==> src/rtl/core/quoted_string_escape_decoder_unit_assert.svh <==
// Assertion macros shared by the RTL.
`ifndef QUOTED_STRING_ESCAPE_DECODER_UNIT_ASSERT_SVH
`define QUOTED_STRING_ESCAPE_DECODER_UNIT_ASSERT_SVH

`ifndef SYNTHESIS
`define QSED_ASSERT(label, clk, rst_n, prop) \
  label: assert property (@(posedge clk) disable iff (!rst_n) (prop)) \
    else $error("assertion failed");
`define QSED_ASSERT_ALWAYS(label, clk, prop) \
  label: assert property (@(posedge clk) (prop)) \
    else $error("assertion failed");
`else
`define QSED_ASSERT(label, clk, rst_n, prop)
`define QSED_ASSERT_ALWAYS(label, clk, prop)
`endif

`endif

==> src/rtl/core/qsed_pkg.sv <==
`timescale 1ns / 1ps
package qsed_pkg;

  localparam int QSED_JOB_DEPTH = 4;

  localparam logic [1:0] OP_START  = 2'd0;
  localparam logic [1:0] OP_DATA   = 2'd1;
  localparam logic [1:0] OP_EOL    = 2'd2;
  localparam logic [1:0] OP_IGNORE = 2'd3;

  localparam logic [3:0] ST_BYTE       = 4'd0;
  localparam logic [3:0] ST_CLOSED     = 4'd1;
  localparam logic [3:0] ST_UNTERM     = 4'd2;
  localparam logic [3:0] ST_BAD_ESC    = 4'd3;
  localparam logic [3:0] ST_BAD_X      = 4'd4;
  localparam logic [3:0] ST_BAD_U      = 4'd5;
  localparam logic [3:0] ST_BAD_LOW    = 4'd6;
  localparam logic [3:0] ST_BAD_PAIR   = 4'd7;
  localparam logic [3:0] ST_LONE_HIGH  = 4'd8;
  localparam logic [3:0] ST_LONE_LOW   = 4'd9;
  localparam logic [3:0] ST_BAD_BIG_U  = 4'd10;
  localparam logic [3:0] ST_BAD_CP     = 4'd11;

  typedef struct packed {
    logic [1:0] operation;
    logic [7:0] data_byte;
  } in_item_t;

  typedef struct packed {
    logic [7:0] out_byte;
    logic [3:0] status;
    logic       last_of_run;
  } out_item_t;

  typedef enum logic [1:0] {
    JOB_RAW,
    JOB_CP,
    JOB_STAT
  } job_kind_t;

  typedef struct packed {
    job_kind_t   kind;
    logic [20:0] value;
    logic [3:0]  status;
  } job_t;

  function automatic logic [1:0] utf8_len_m1(input logic [20:0] cp);
    logic [1:0] n;
    if (cp < 21'h80) n = 2'd0;
    else if (cp < 21'h800) n = 2'd1;
    else if (cp < 21'h10000) n = 2'd2;
    else n = 2'd3;
    return n;
  endfunction

  function automatic logic [7:0] utf8_byte(input logic [20:0] cp, input logic [1:0] len_m1,
                                           input logic [1:0] idx);
    logic [7:0] b;
    b = 8'h00;
    case (len_m1)
      2'd0: b = cp[7:0];
      2'd1: b = (idx == 2'd0) ? {3'b110, cp[10:6]} : {2'b10, cp[5:0]};
      2'd2: begin
        case (idx)
          2'd0: b = {4'b1110, cp[15:12]};
          2'd1: b = {2'b10, cp[11:6]};
          default: b = {2'b10, cp[5:0]};
        endcase
      end
      default: begin
        case (idx)
          2'd0: b = {5'b11110, cp[20:18]};
          2'd1: b = {2'b10, cp[17:12]};
          2'd2: b = {2'b10, cp[11:6]};
          default: b = {2'b10, cp[5:0]};
        endcase
      end
    endcase
    return b;
  endfunction

endpackage

==> src/rtl/core/qsed_front.sv <==
`timescale 1ns / 1ps
module qsed_front (
  input  logic              clk,
  input  logic              rst_n,
  input  logic              accept,
  input  qsed_pkg::in_item_t item,
  output logic              job_valid,
  output qsed_pkg::job_t    job
);
  import qsed_pkg::*;

  typedef enum logic [2:0] {
    M_IDLE,
    M_TEXT,
    M_ESC,
    M_HEX,
    M_HI,
    M_HI_BS,
    M_LOW
  } mode_t;

  typedef enum logic [1:0] {
    ESC_X,
    ESC_U,
    ESC_BIG_U
  } esc_t;

  mode_t       mode_r, mode_nxt;
  esc_t        esc_r, esc_nxt;
  logic [3:0]  cnt_r, cnt_nxt;
  logic [31:0] acc_r, acc_nxt;
  logic [9:0]  held_r, held_nxt;
  logic        pend_r, pend_nxt;

  logic [4:0]  digit;
  logic [31:0] acc_sh;
  logic [3:0]  cnt_inc;
  logic [3:0]  need;
  logic [3:0]  digit_err;
  logic [7:0]  b;
  logic [10:0] plane;

  assign b       = item.data_byte;
  assign acc_sh  = {acc_r[27:0], digit[3:0]};
  assign cnt_inc = cnt_r + 4'd1;
  assign plane   = {1'b0, held_r} + 11'd64;

  always_comb begin
    if (b >= 8'h30 && b <= 8'h39) digit = {1'b0, b[3:0]};
    else if ((b >= 8'h61 && b <= 8'h66) || (b >= 8'h41 && b <= 8'h46))
      digit = {1'b0, b[3:0] + 4'd9};
    else digit = 5'h10;
  end

  always_comb begin
    unique case (esc_r)
      ESC_U:     begin need = 4'd4; digit_err = ST_BAD_U;     end
      ESC_BIG_U: begin need = 4'd8; digit_err = ST_BAD_BIG_U; end
      default:   begin need = 4'd2; digit_err = ST_BAD_X;     end
    endcase
  end

  always_comb begin
    mode_nxt  = mode_r;
    esc_nxt   = esc_r;
    cnt_nxt   = cnt_r;
    acc_nxt   = acc_r;
    held_nxt  = held_r;
    pend_nxt  = pend_r;
    job_valid = 1'b0;
    job       = '{kind: JOB_STAT, value: '0, status: ST_BYTE};
    if (accept) begin
      unique case (item.operation)
        OP_START: begin
          mode_nxt = M_TEXT;
          esc_nxt  = ESC_X;
          cnt_nxt  = '0;
          acc_nxt  = '0;
          held_nxt = '0;
          pend_nxt = 1'b0;
        end
        OP_EOL: begin
          if (mode_r != M_IDLE) begin
            job_valid = 1'b1;
            mode_nxt  = M_IDLE;
            unique case (mode_r)
              M_TEXT, M_ESC: job.status = ST_UNTERM;
              M_HEX:         job.status = digit_err;
              default:       job.status = ST_LONE_HIGH;
            endcase
          end
        end
        OP_DATA: begin
          unique case (mode_r)
            M_TEXT: begin
              if (b == 8'h22) begin
                job_valid  = 1'b1;
                job.status = ST_CLOSED;
                mode_nxt   = M_IDLE;
              end else if (b == 8'h5C) begin
                mode_nxt = M_ESC;
              end else begin
                job_valid = 1'b1;
                job.kind  = JOB_RAW;
                job.value = {13'd0, b};
              end
            end
            M_ESC: begin
              job_valid = 1'b1;
              job.kind  = JOB_CP;
              mode_nxt  = M_TEXT;
              unique case (b)
                8'h30: job.value = 21'h00;
                8'h61: job.value = 21'h07;
                8'h62: job.value = 21'h08;
                8'h74: job.value = 21'h09;
                8'h6E: job.value = 21'h0A;
                8'h76: job.value = 21'h0B;
                8'h66: job.value = 21'h0C;
                8'h72: job.value = 21'h0D;
                8'h22: job.value = 21'h22;
                8'h2F: job.value = 21'h2F;
                8'h5C: job.value = 21'h5C;
                8'h78, 8'h75, 8'h55: begin
                  job_valid = 1'b0;
                  esc_nxt   = (b == 8'h78) ? ESC_X : ((b == 8'h75) ? ESC_U : ESC_BIG_U);
                  cnt_nxt   = '0;
                  acc_nxt   = '0;
                  mode_nxt  = M_HEX;
                end
                default: begin
                  job.kind   = JOB_STAT;
                  job.status = ST_BAD_ESC;
                  mode_nxt   = M_IDLE;
                end
              endcase
            end
            M_HEX: begin
              if (digit[4]) begin
                job_valid  = 1'b1;
                job.status = digit_err;
                mode_nxt   = M_IDLE;
              end else begin
                acc_nxt = acc_sh;
                cnt_nxt = cnt_inc;
                if (cnt_inc >= need) begin
                  unique case (esc_r)
                    ESC_U: begin
                      if (acc_sh >= 32'hD800 && acc_sh <= 32'hDBFF) begin
                        held_nxt = acc_sh[9:0];
                        mode_nxt = M_HI;
                      end else if (acc_sh >= 32'hDC00 && acc_sh <= 32'hDFFF) begin
                        job_valid  = 1'b1;
                        job.status = ST_LONE_LOW;
                        mode_nxt   = M_IDLE;
                      end else begin
                        job_valid = 1'b1;
                        job.kind  = JOB_CP;
                        job.value = acc_sh[20:0];
                        mode_nxt  = M_TEXT;
                      end
                    end
                    ESC_BIG_U: begin
                      job_valid = 1'b1;
                      if (acc_sh > 32'h10FFFF || (acc_sh >= 32'hD800 && acc_sh <= 32'hDFFF)) begin
                        job.status = ST_BAD_CP;
                        mode_nxt   = M_IDLE;
                      end else begin
                        job.kind  = JOB_CP;
                        job.value = acc_sh[20:0];
                        mode_nxt  = M_TEXT;
                      end
                    end
                    default: begin
                      job_valid = 1'b1;
                      job.kind  = JOB_CP;
                      job.value = {13'd0, acc_sh[7:0]};
                      mode_nxt  = M_TEXT;
                    end
                  endcase
                end
              end
            end
            M_HI: begin
              if (b != 8'h5C) begin
                job_valid  = 1'b1;
                job.status = ST_LONE_HIGH;
                mode_nxt   = M_IDLE;
              end else begin
                mode_nxt = M_HI_BS;
              end
            end
            M_HI_BS: begin
              if (b != 8'h75) begin
                job_valid  = 1'b1;
                job.status = ST_LONE_HIGH;
                mode_nxt   = M_IDLE;
              end else begin
                cnt_nxt  = '0;
                acc_nxt  = '0;
                pend_nxt = 1'b0;
                mode_nxt = M_LOW;
              end
            end
            M_LOW: begin
              if (digit[4]) pend_nxt = 1'b1;
              else acc_nxt = acc_sh;
              cnt_nxt = cnt_inc;
              if (cnt_inc >= 4'd4) begin
                job_valid = 1'b1;
                if (pend_r || digit[4]) begin
                  job.status = ST_BAD_LOW;
                  mode_nxt   = M_IDLE;
                end else if (acc_sh < 32'hDC00 || acc_sh > 32'hDFFF) begin
                  job.status = ST_BAD_PAIR;
                  mode_nxt   = M_IDLE;
                end else begin
                  job.kind  = JOB_CP;
                  job.value = {plane, acc_sh[9:0]};
                  mode_nxt  = M_TEXT;
                end
              end
            end
            default: mode_nxt = M_IDLE;
          endcase
        end
        default: ;
      endcase
    end
  end

  always_ff @(posedge clk) begin
    if (!rst_n) begin
      mode_r <= M_IDLE;
      esc_r  <= ESC_X;
      cnt_r  <= '0;
      acc_r  <= '0;
      held_r <= '0;
      pend_r <= 1'b0;
    end else begin
      mode_r <= mode_nxt;
      esc_r  <= esc_nxt;
      cnt_r  <= cnt_nxt;
      acc_r  <= acc_nxt;
      held_r <= held_nxt;
      pend_r <= pend_nxt;
    end
  end

endmodule

==> src/rtl/core/qsed_fifo.sv <==
`timescale 1ns / 1ps
`include "quoted_string_escape_decoder_unit_assert.svh"
module qsed_fifo #(
  parameter int DEPTH = qsed_pkg::QSED_JOB_DEPTH
) (
  input  logic           clk,
  input  logic           rst_n,
  input  logic           wr_en,
  input  qsed_pkg::job_t wr_job,
  output logic           full,
  input  logic           rd_en,
  output logic           empty,
  output qsed_pkg::job_t rd_job
);
  import qsed_pkg::*;

  localparam int AW = (DEPTH > 1) ? $clog2(DEPTH) : 1;
  localparam int CW = $clog2(DEPTH + 1);

  job_t          mem_r [DEPTH];
  logic [AW-1:0] wr_ptr_r, wr_ptr_nxt;
  logic [AW-1:0] rd_ptr_r, rd_ptr_nxt;
  logic [CW-1:0] count_r, count_nxt;
  logic          do_wr, do_rd;

  assign full   = (count_r == CW'(DEPTH));
  assign empty  = (count_r == '0);
  assign rd_job = mem_r[rd_ptr_r];
  assign do_wr  = wr_en && !full;
  assign do_rd  = rd_en && !empty;

  always_comb begin
    wr_ptr_nxt = wr_ptr_r;
    rd_ptr_nxt = rd_ptr_r;
    count_nxt  = count_r;
    if (do_wr) wr_ptr_nxt = (wr_ptr_r == AW'(DEPTH - 1)) ? '0 : wr_ptr_r + AW'(1);
    if (do_rd) rd_ptr_nxt = (rd_ptr_r == AW'(DEPTH - 1)) ? '0 : rd_ptr_r + AW'(1);
    if (do_wr && !do_rd) count_nxt = count_r + CW'(1);
    else if (do_rd && !do_wr) count_nxt = count_r - CW'(1);
  end

  always_ff @(posedge clk) begin
    if (do_wr) mem_r[wr_ptr_r] <= wr_job;
  end

  always_ff @(posedge clk) begin
    if (!rst_n) begin
      wr_ptr_r <= '0;
      rd_ptr_r <= '0;
      count_r  <= '0;
    end else begin
      wr_ptr_r <= wr_ptr_nxt;
      rd_ptr_r <= rd_ptr_nxt;
      count_r  <= count_nxt;
    end
  end

  `QSED_ASSERT(a_count_bound, clk, rst_n, count_r <= CW'(DEPTH))
  `QSED_ASSERT(a_no_write_full, clk, rst_n, !(wr_en && full))
  `QSED_ASSERT(a_ptr_agree, clk, rst_n, (count_r == '0 || count_r == CW'(DEPTH)) |-> wr_ptr_r == rd_ptr_r)

endmodule

==> src/rtl/core/qsed_back.sv <==
`timescale 1ns / 1ps
`include "quoted_string_escape_decoder_unit_assert.svh"
module qsed_back (
  input  logic                clk,
  input  logic                rst_n,
  input  logic                job_avail,
  input  qsed_pkg::job_t      job,
  output logic                job_take,
  output logic                out_valid,
  input  logic                out_take,
  output qsed_pkg::out_item_t out_item
);
  import qsed_pkg::*;

  logic [1:0] idx_r, idx_nxt;
  logic       valid_r, valid_nxt;
  out_item_t  out_r, out_nxt;
  logic       emit;
  logic [1:0] len_m1;
  logic       last;

  assign len_m1    = utf8_len_m1(job.value);
  assign emit      = job_avail && (!valid_r || out_take);
  assign last      = (job.kind != JOB_CP) || (idx_r == len_m1);
  assign job_take  = emit && last;
  assign out_valid = valid_r;
  assign out_item  = out_r;

  always_comb begin
    idx_nxt   = idx_r;
    valid_nxt = valid_r;
    out_nxt   = out_r;
    if (emit) begin
      valid_nxt           = 1'b1;
      idx_nxt             = last ? 2'd0 : idx_r + 2'd1;
      out_nxt.last_of_run = last;
      case (job.kind)
        JOB_RAW: begin
          out_nxt.out_byte = job.value[7:0];
          out_nxt.status   = ST_BYTE;
        end
        JOB_CP: begin
          out_nxt.out_byte = utf8_byte(job.value, len_m1, idx_r);
          out_nxt.status   = ST_BYTE;
        end
        default: begin
          out_nxt.out_byte = 8'h00;
          out_nxt.status   = job.status;
        end
      endcase
    end else if (out_take) begin
      valid_nxt = 1'b0;
    end
  end

  always_ff @(posedge clk) begin
    out_r <= out_nxt;
    if (!rst_n) begin
      idx_r   <= '0;
      valid_r <= 1'b0;
    end else begin
      idx_r   <= idx_nxt;
      valid_r <= valid_nxt;
    end
  end

  `QSED_ASSERT(a_err_byte_zero, clk, rst_n, (valid_r && out_r.status != ST_BYTE) |-> (out_r.out_byte == 8'h00 && out_r.last_of_run))
  `QSED_ASSERT(a_idx_zero_idle, clk, rst_n, !job_avail |-> idx_r == 2'd0)

endmodule

==> src/rtl/core/quoted_string_escape_decoder_unit.sv <==
`timescale 1ns / 1ps
// The first result of an item reaches out_item through the job queue and then the output register.
// Throughput: one item per cycle while not full; results leave one per cycle while popped, up to four per escape.
// The job queue between decoder and UTF-8 serializer absorbs multi-byte escapes.
// Reset: synchronous, active low; the decoder goes idle and both queues empty.
module quoted_string_escape_decoder_unit #(
  parameter int JOB_DEPTH = qsed_pkg::QSED_JOB_DEPTH
) (
  input  logic                clk,
  input  logic                rst_n,
  input  logic                push,
  output logic                full,
  input  qsed_pkg::in_item_t  in_item,
  output logic                empty,
  input  logic                pop,
  output qsed_pkg::out_item_t out_item
);
  import qsed_pkg::*;

  logic accept;
  logic job_valid;
  job_t job_in;
  job_t job_head;
  logic job_empty;
  logic job_take;
  logic out_valid;

  assign accept = push && !full;
  assign empty  = !out_valid;

  qsed_front u_front (
    .clk       (clk),
    .rst_n     (rst_n),
    .accept    (accept),
    .item      (in_item),
    .job_valid (job_valid),
    .job       (job_in)
  );

  qsed_fifo #(
    .DEPTH (JOB_DEPTH)
  ) u_fifo (
    .clk    (clk),
    .rst_n  (rst_n),
    .wr_en  (job_valid),
    .wr_job (job_in),
    .full   (full),
    .rd_en  (job_take),
    .empty  (job_empty),
    .rd_job (job_head)
  );

  qsed_back u_back (
    .clk       (clk),
    .rst_n     (rst_n),
    .job_avail (!job_empty),
    .job       (job_head),
    .job_take  (job_take),
    .out_valid (out_valid),
    .out_take  (pop),
    .out_item  (out_item)
  );

endmodule
==> config.mk <==
export PLATFORM = sky130hd
export DESIGN_NAME = quoted_string_escape_decoder_unit
export DESIGN_NICKNAME = d
export VERILOG_FILES = /design/src/rtl/core/qsed_pkg.sv /design/src/rtl/core/qsed_front.sv /design/src/rtl/core/qsed_fifo.sv /design/src/rtl/core/qsed_back.sv /design/src/rtl/core/quoted_string_escape_decoder_unit.sv
export VERILOG_INCLUDE_DIRS = /design/src /design/src/rtl/core
export SDC_FILE = /design/constraint.sdc
export NUM_CORES = 1
export LEC_CHECK = 0
export BUFFER_PORTS_ARGS = -buffer_cell sky130_fd_sc_hd__buf_2
export CAP_MARGIN = 5
export CELL_PAD_IN_SITES_DETAIL_PLACEMENT = 1
export CELL_PAD_IN_SITES_GLOBAL_PLACEMENT = 1
export CORE_ASPECT_RATIO = 1.2
export CORE_UTILIZATION = 55
export DETAILED_ROUTE_END_ITERATION = 8
export GPL_ROUTABILITY_DRIVEN = 0
export PLACE_DENSITY = 0.94
export SETUP_SLACK_MARGIN = 0.3
export SLEW_MARGIN = 10
export SYNTH_ARGS = -nofsm -noshare
export SYNTH_HDL_FRONTEND = slang
export SYNTH_SLANG_ARGS = --single-unit
==> constraint.sdc <==
create_clock -name clk -period 9.83 [get_ports clk]
set_clock_uncertainty 0.1 [all_clocks]
set_input_delay 1.966 -clock clk [delete_from_list [all_inputs] [get_ports clk]]
set_output_delay 1.966 -clock clk [all_outputs]
set_load 0.02 [all_outputs]
==> results.toml <==
[timing]
slew_violations = 0
hold_ws_ns = 0.3861
fmax_mhz = 164.9
final_hold_viol_count = 0
tightestPinTransition_ns = 1.363
rsz0062_at_grt = "no"
fin_crit_sh_pct = 61.70
fin_crit_ns = 6.065
setup_viol = 0
relSlewSlack_pct = 8.908
setup_tns_ns = 0

[floorplanning]
die_x_um = 121.3
ios = 29
core-area_um2 = 16460
design.die.area_um2 = 17590
initial_utilization_pct = 57.01
die_h_um = 145.1
fp-row-count = 51

[clock_network]
cts_resized = 0
cts_buffers = 17
cts_tree = "done"
cts-root-buf = "clkbuf_16"
cts_buffer_depth = 2
post-cts-setup-buffer-count = 0
worst_setup_hold_path_clk_slew_ns = 0.07
cts_sinks = 181
cts_hold_buf = 0
clkLatencyLatePin_ns = 0.44
cts.htree.levels = 4

[pwr]
combPwrFrac_pct = 22.2
p_sw_share_pct = 31.61
p_leak_nw = 3.383
irDropWorstVdd_mv = 0.1243
seqPwrFrac_pct = 44.9
p_int_w = 0.001365
p_switching_w = 0.0006307
pwr_density_cell_nw_per_um2 = 194.3
clkPwrFrac_pct = 32.9

[logic_synthesis]
synth_top_family_by_area = "compound AO/OA/AOI/OAI gates"
synth_edf_count = 121
synthAdderAreaFrac_pct = 4.346
synth_fp_nets = 886
synth_cells = 840
ys_seq_area_share_pct = 51.51
ys_ff_latch = 181
synth_xor_area_share_pct = 0.7465
synth-simple-area-share_pct = 14.90
ys_dominant_reg_cell = "edfxtp_1"
syn_avg_cell_area_um2 = 11.17
synth_mux_area_share_pct = 7.198
synth_cell_types = 77
ys_warn_count = 0
synth_compound_area_share_pct = 17.81
synthArstFlopShare_pct = 0
netlist_area_um2 = 9387

[placement]
io_buffers = 28
place_hpwl_um = 18480
place_area_um2 = 9693
placed_cells_incl_taps = 1042

[setup_path]
critPathSlowestCell = "nor2_1"
crit_type = "primary input to flop"
worst_ep_required_time_ns = 10.09
cp_data_arrival_time_ns = 6.33
critPathTopFamily = "simple AND/OR/NAND/NOR gates"
cp_max_fo = 11
path_buf_inv = 3
end_kind = "flop"
worstSetupStartpointType = "primary input"
max_stage_delay_ns = 0.64
path_cells = "buf_2 > inv_1 > ha_1 > nor3b_1 > nor3_2 > nor2_1 > a21oi_1 > mux4_2 > a21oi_1 > ha_1 > inv_1 > fa_1 > xor2_1 > or3_1 > a21boi_0"

[worst_hold_path]
hold_path.class = "flop to flop"

[drt]
drc_errors = 0
vias = 7549
vias_per_cell = 7.016
drt_iter0_drc = 976
wirelength_um = 28150
drtPass1Iterations = 5
ant_nets = 0
wire_per_inst_um = 26.16

[cells_and_area]
drive_above_1_share_pct = 13.56
stdcell_area_um2 = 10270
nNetsFinal = 896
fin_util_pct = 62.38
instances_no_fill = 1076
final_cell_mix = "edfxtp_1 (121), nand2_1 (73), dfxtp_1 (59)"
layout_commonest_cell = "edfxtp_1"
area_growth_pct = 9.410

[global_routing]
grt_max_degree = 66
grt_pass1_vias = 7729
grt_pass1_wl_um = 43860
grt-ovfl-total = 0
antenna_found_initial = 1
grtUsageTotal_pct = 33.20

[run_status]
outcome = "finished, final reports clean"

[flow_run]
cap_violations = 0
==> cell usage after synthesis, types with 27 or more instances <==
master    count  area, um2
a21boi_0     36      270.3
a21oi_1      43      215.2
clkbuf_1     42      157.7
dfxtp_1      60       1201
edfxtp_1    121       3633
ha_1         31      387.9
inv_1        31      116.4
mux4_2       27      608.1
nand2_1      73      274.0
nand3_1      48      240.2
nor2_1       30      112.6
o21ai_0      38      190.2
==> layout make-up <==
cell class / instances / area [um2]
fill: 1701 / 6193
sequential: 181 / 4836
multi-input combinational: 575 / 4258
clock buffer: 19 / 432.9
tap: 212 / 265.3
timing repair buffer: 40 / 230.2
inverter: 35 / 131.4
clock inverter: 13 / 113.9
antenna: 1 / 2.502
==> power groups by stage <==
stage / Sequential [W] / Clock (W) / Combinational (W)
after floorplan: 0.000928 / 0 / 0.000285
after global placement: 0.000911 / 0 / 0.000401
after detailed placement: 0.000914 / 0 / 0.000430
after CTS: 0.000897 / 0.000660 / 0.000437
after global routing: 0.000904 / 0.000685 / 0.000472
final: 0.000896 / 0.000656 / 0.000444
==> worst min-delay path, cell delays in order (launching register included) <==
cell and delay [ns]:
dfxtp_1 0.31, nand2_1 0.06, a21boi_0 0.07
==> registers in the layout, indices dropped and copies added, names as in the netlist, named ones only <==
register	cells
u_fifo.mem_r	108
u_front.acc_r	28
u_front.mode_r	3
u_front.esc_r	2
u_front.held_r	10
u_back.idx_r	2
u_back.out_item	13
u_fifo.rd_ptr_r	2
u_back.out_valid	1
u_fifo.wr_ptr_r	2
u_front.pend_r	1
u_front.cnt_r	4
u_fifo.count_r	3
==> logic make-up (layout without fill, tap and decap cells) <==
logic type               Yosys count  count (layout)
multiplexers                      32              32
AND/OR/NAND/NOR                  266             266
flip-flops                       181             181
buffers and inverters             84             107
AO/OA/AOI/OAI                    237             237
other                              0               1
adder cells (fa/ha/maj)           32              32
XOR/XNOR                           8               8
==> final timing paths <==
path	start	end	slack, ns	cells past startpoint
hold / removal	u_front.acc_r[26]$_SDFFE_PN0P_	u_front.acc_r[26]$_SDFFE_PN0P_	0.39	2
setup reg to reg	flop	u_back.out_item[6]$_DFFE_PP_	4.69	11
setup / recovery	in_item[1]	u_fifo.count_r[2]$_SDFFE_PN0P_	3.77	15
hold reg to reg	u_front.acc_r[26]$_SDFFE_PN0P_	u_front.acc_r[26]$_SDFFE_PN0P_	0.39	2
==> per-stage QoR <==
stage | worst slack (ns) | total power, W
2_1_floorplan | 4.844 | 0.001213
3_3_place_gp | 3.726 | 0.001312
3_5_place_dp | 3.553 | 0.001345
4_1_cts | 3.832 | 0.001994
5_1_grt | 3.468 | 0.002061
6_report | 3.765 | 0.001996
==> routing by layer <==
metal,track usage (%),vias up,routed length [um]
li1,-,3233,-
met1,40.06,3758,10700
met2,56.49,442,14310
met3,5.425,116,1813
met4,17.28,0,1333
met5,0,-,0
Power figures use the tool's default switching activity.
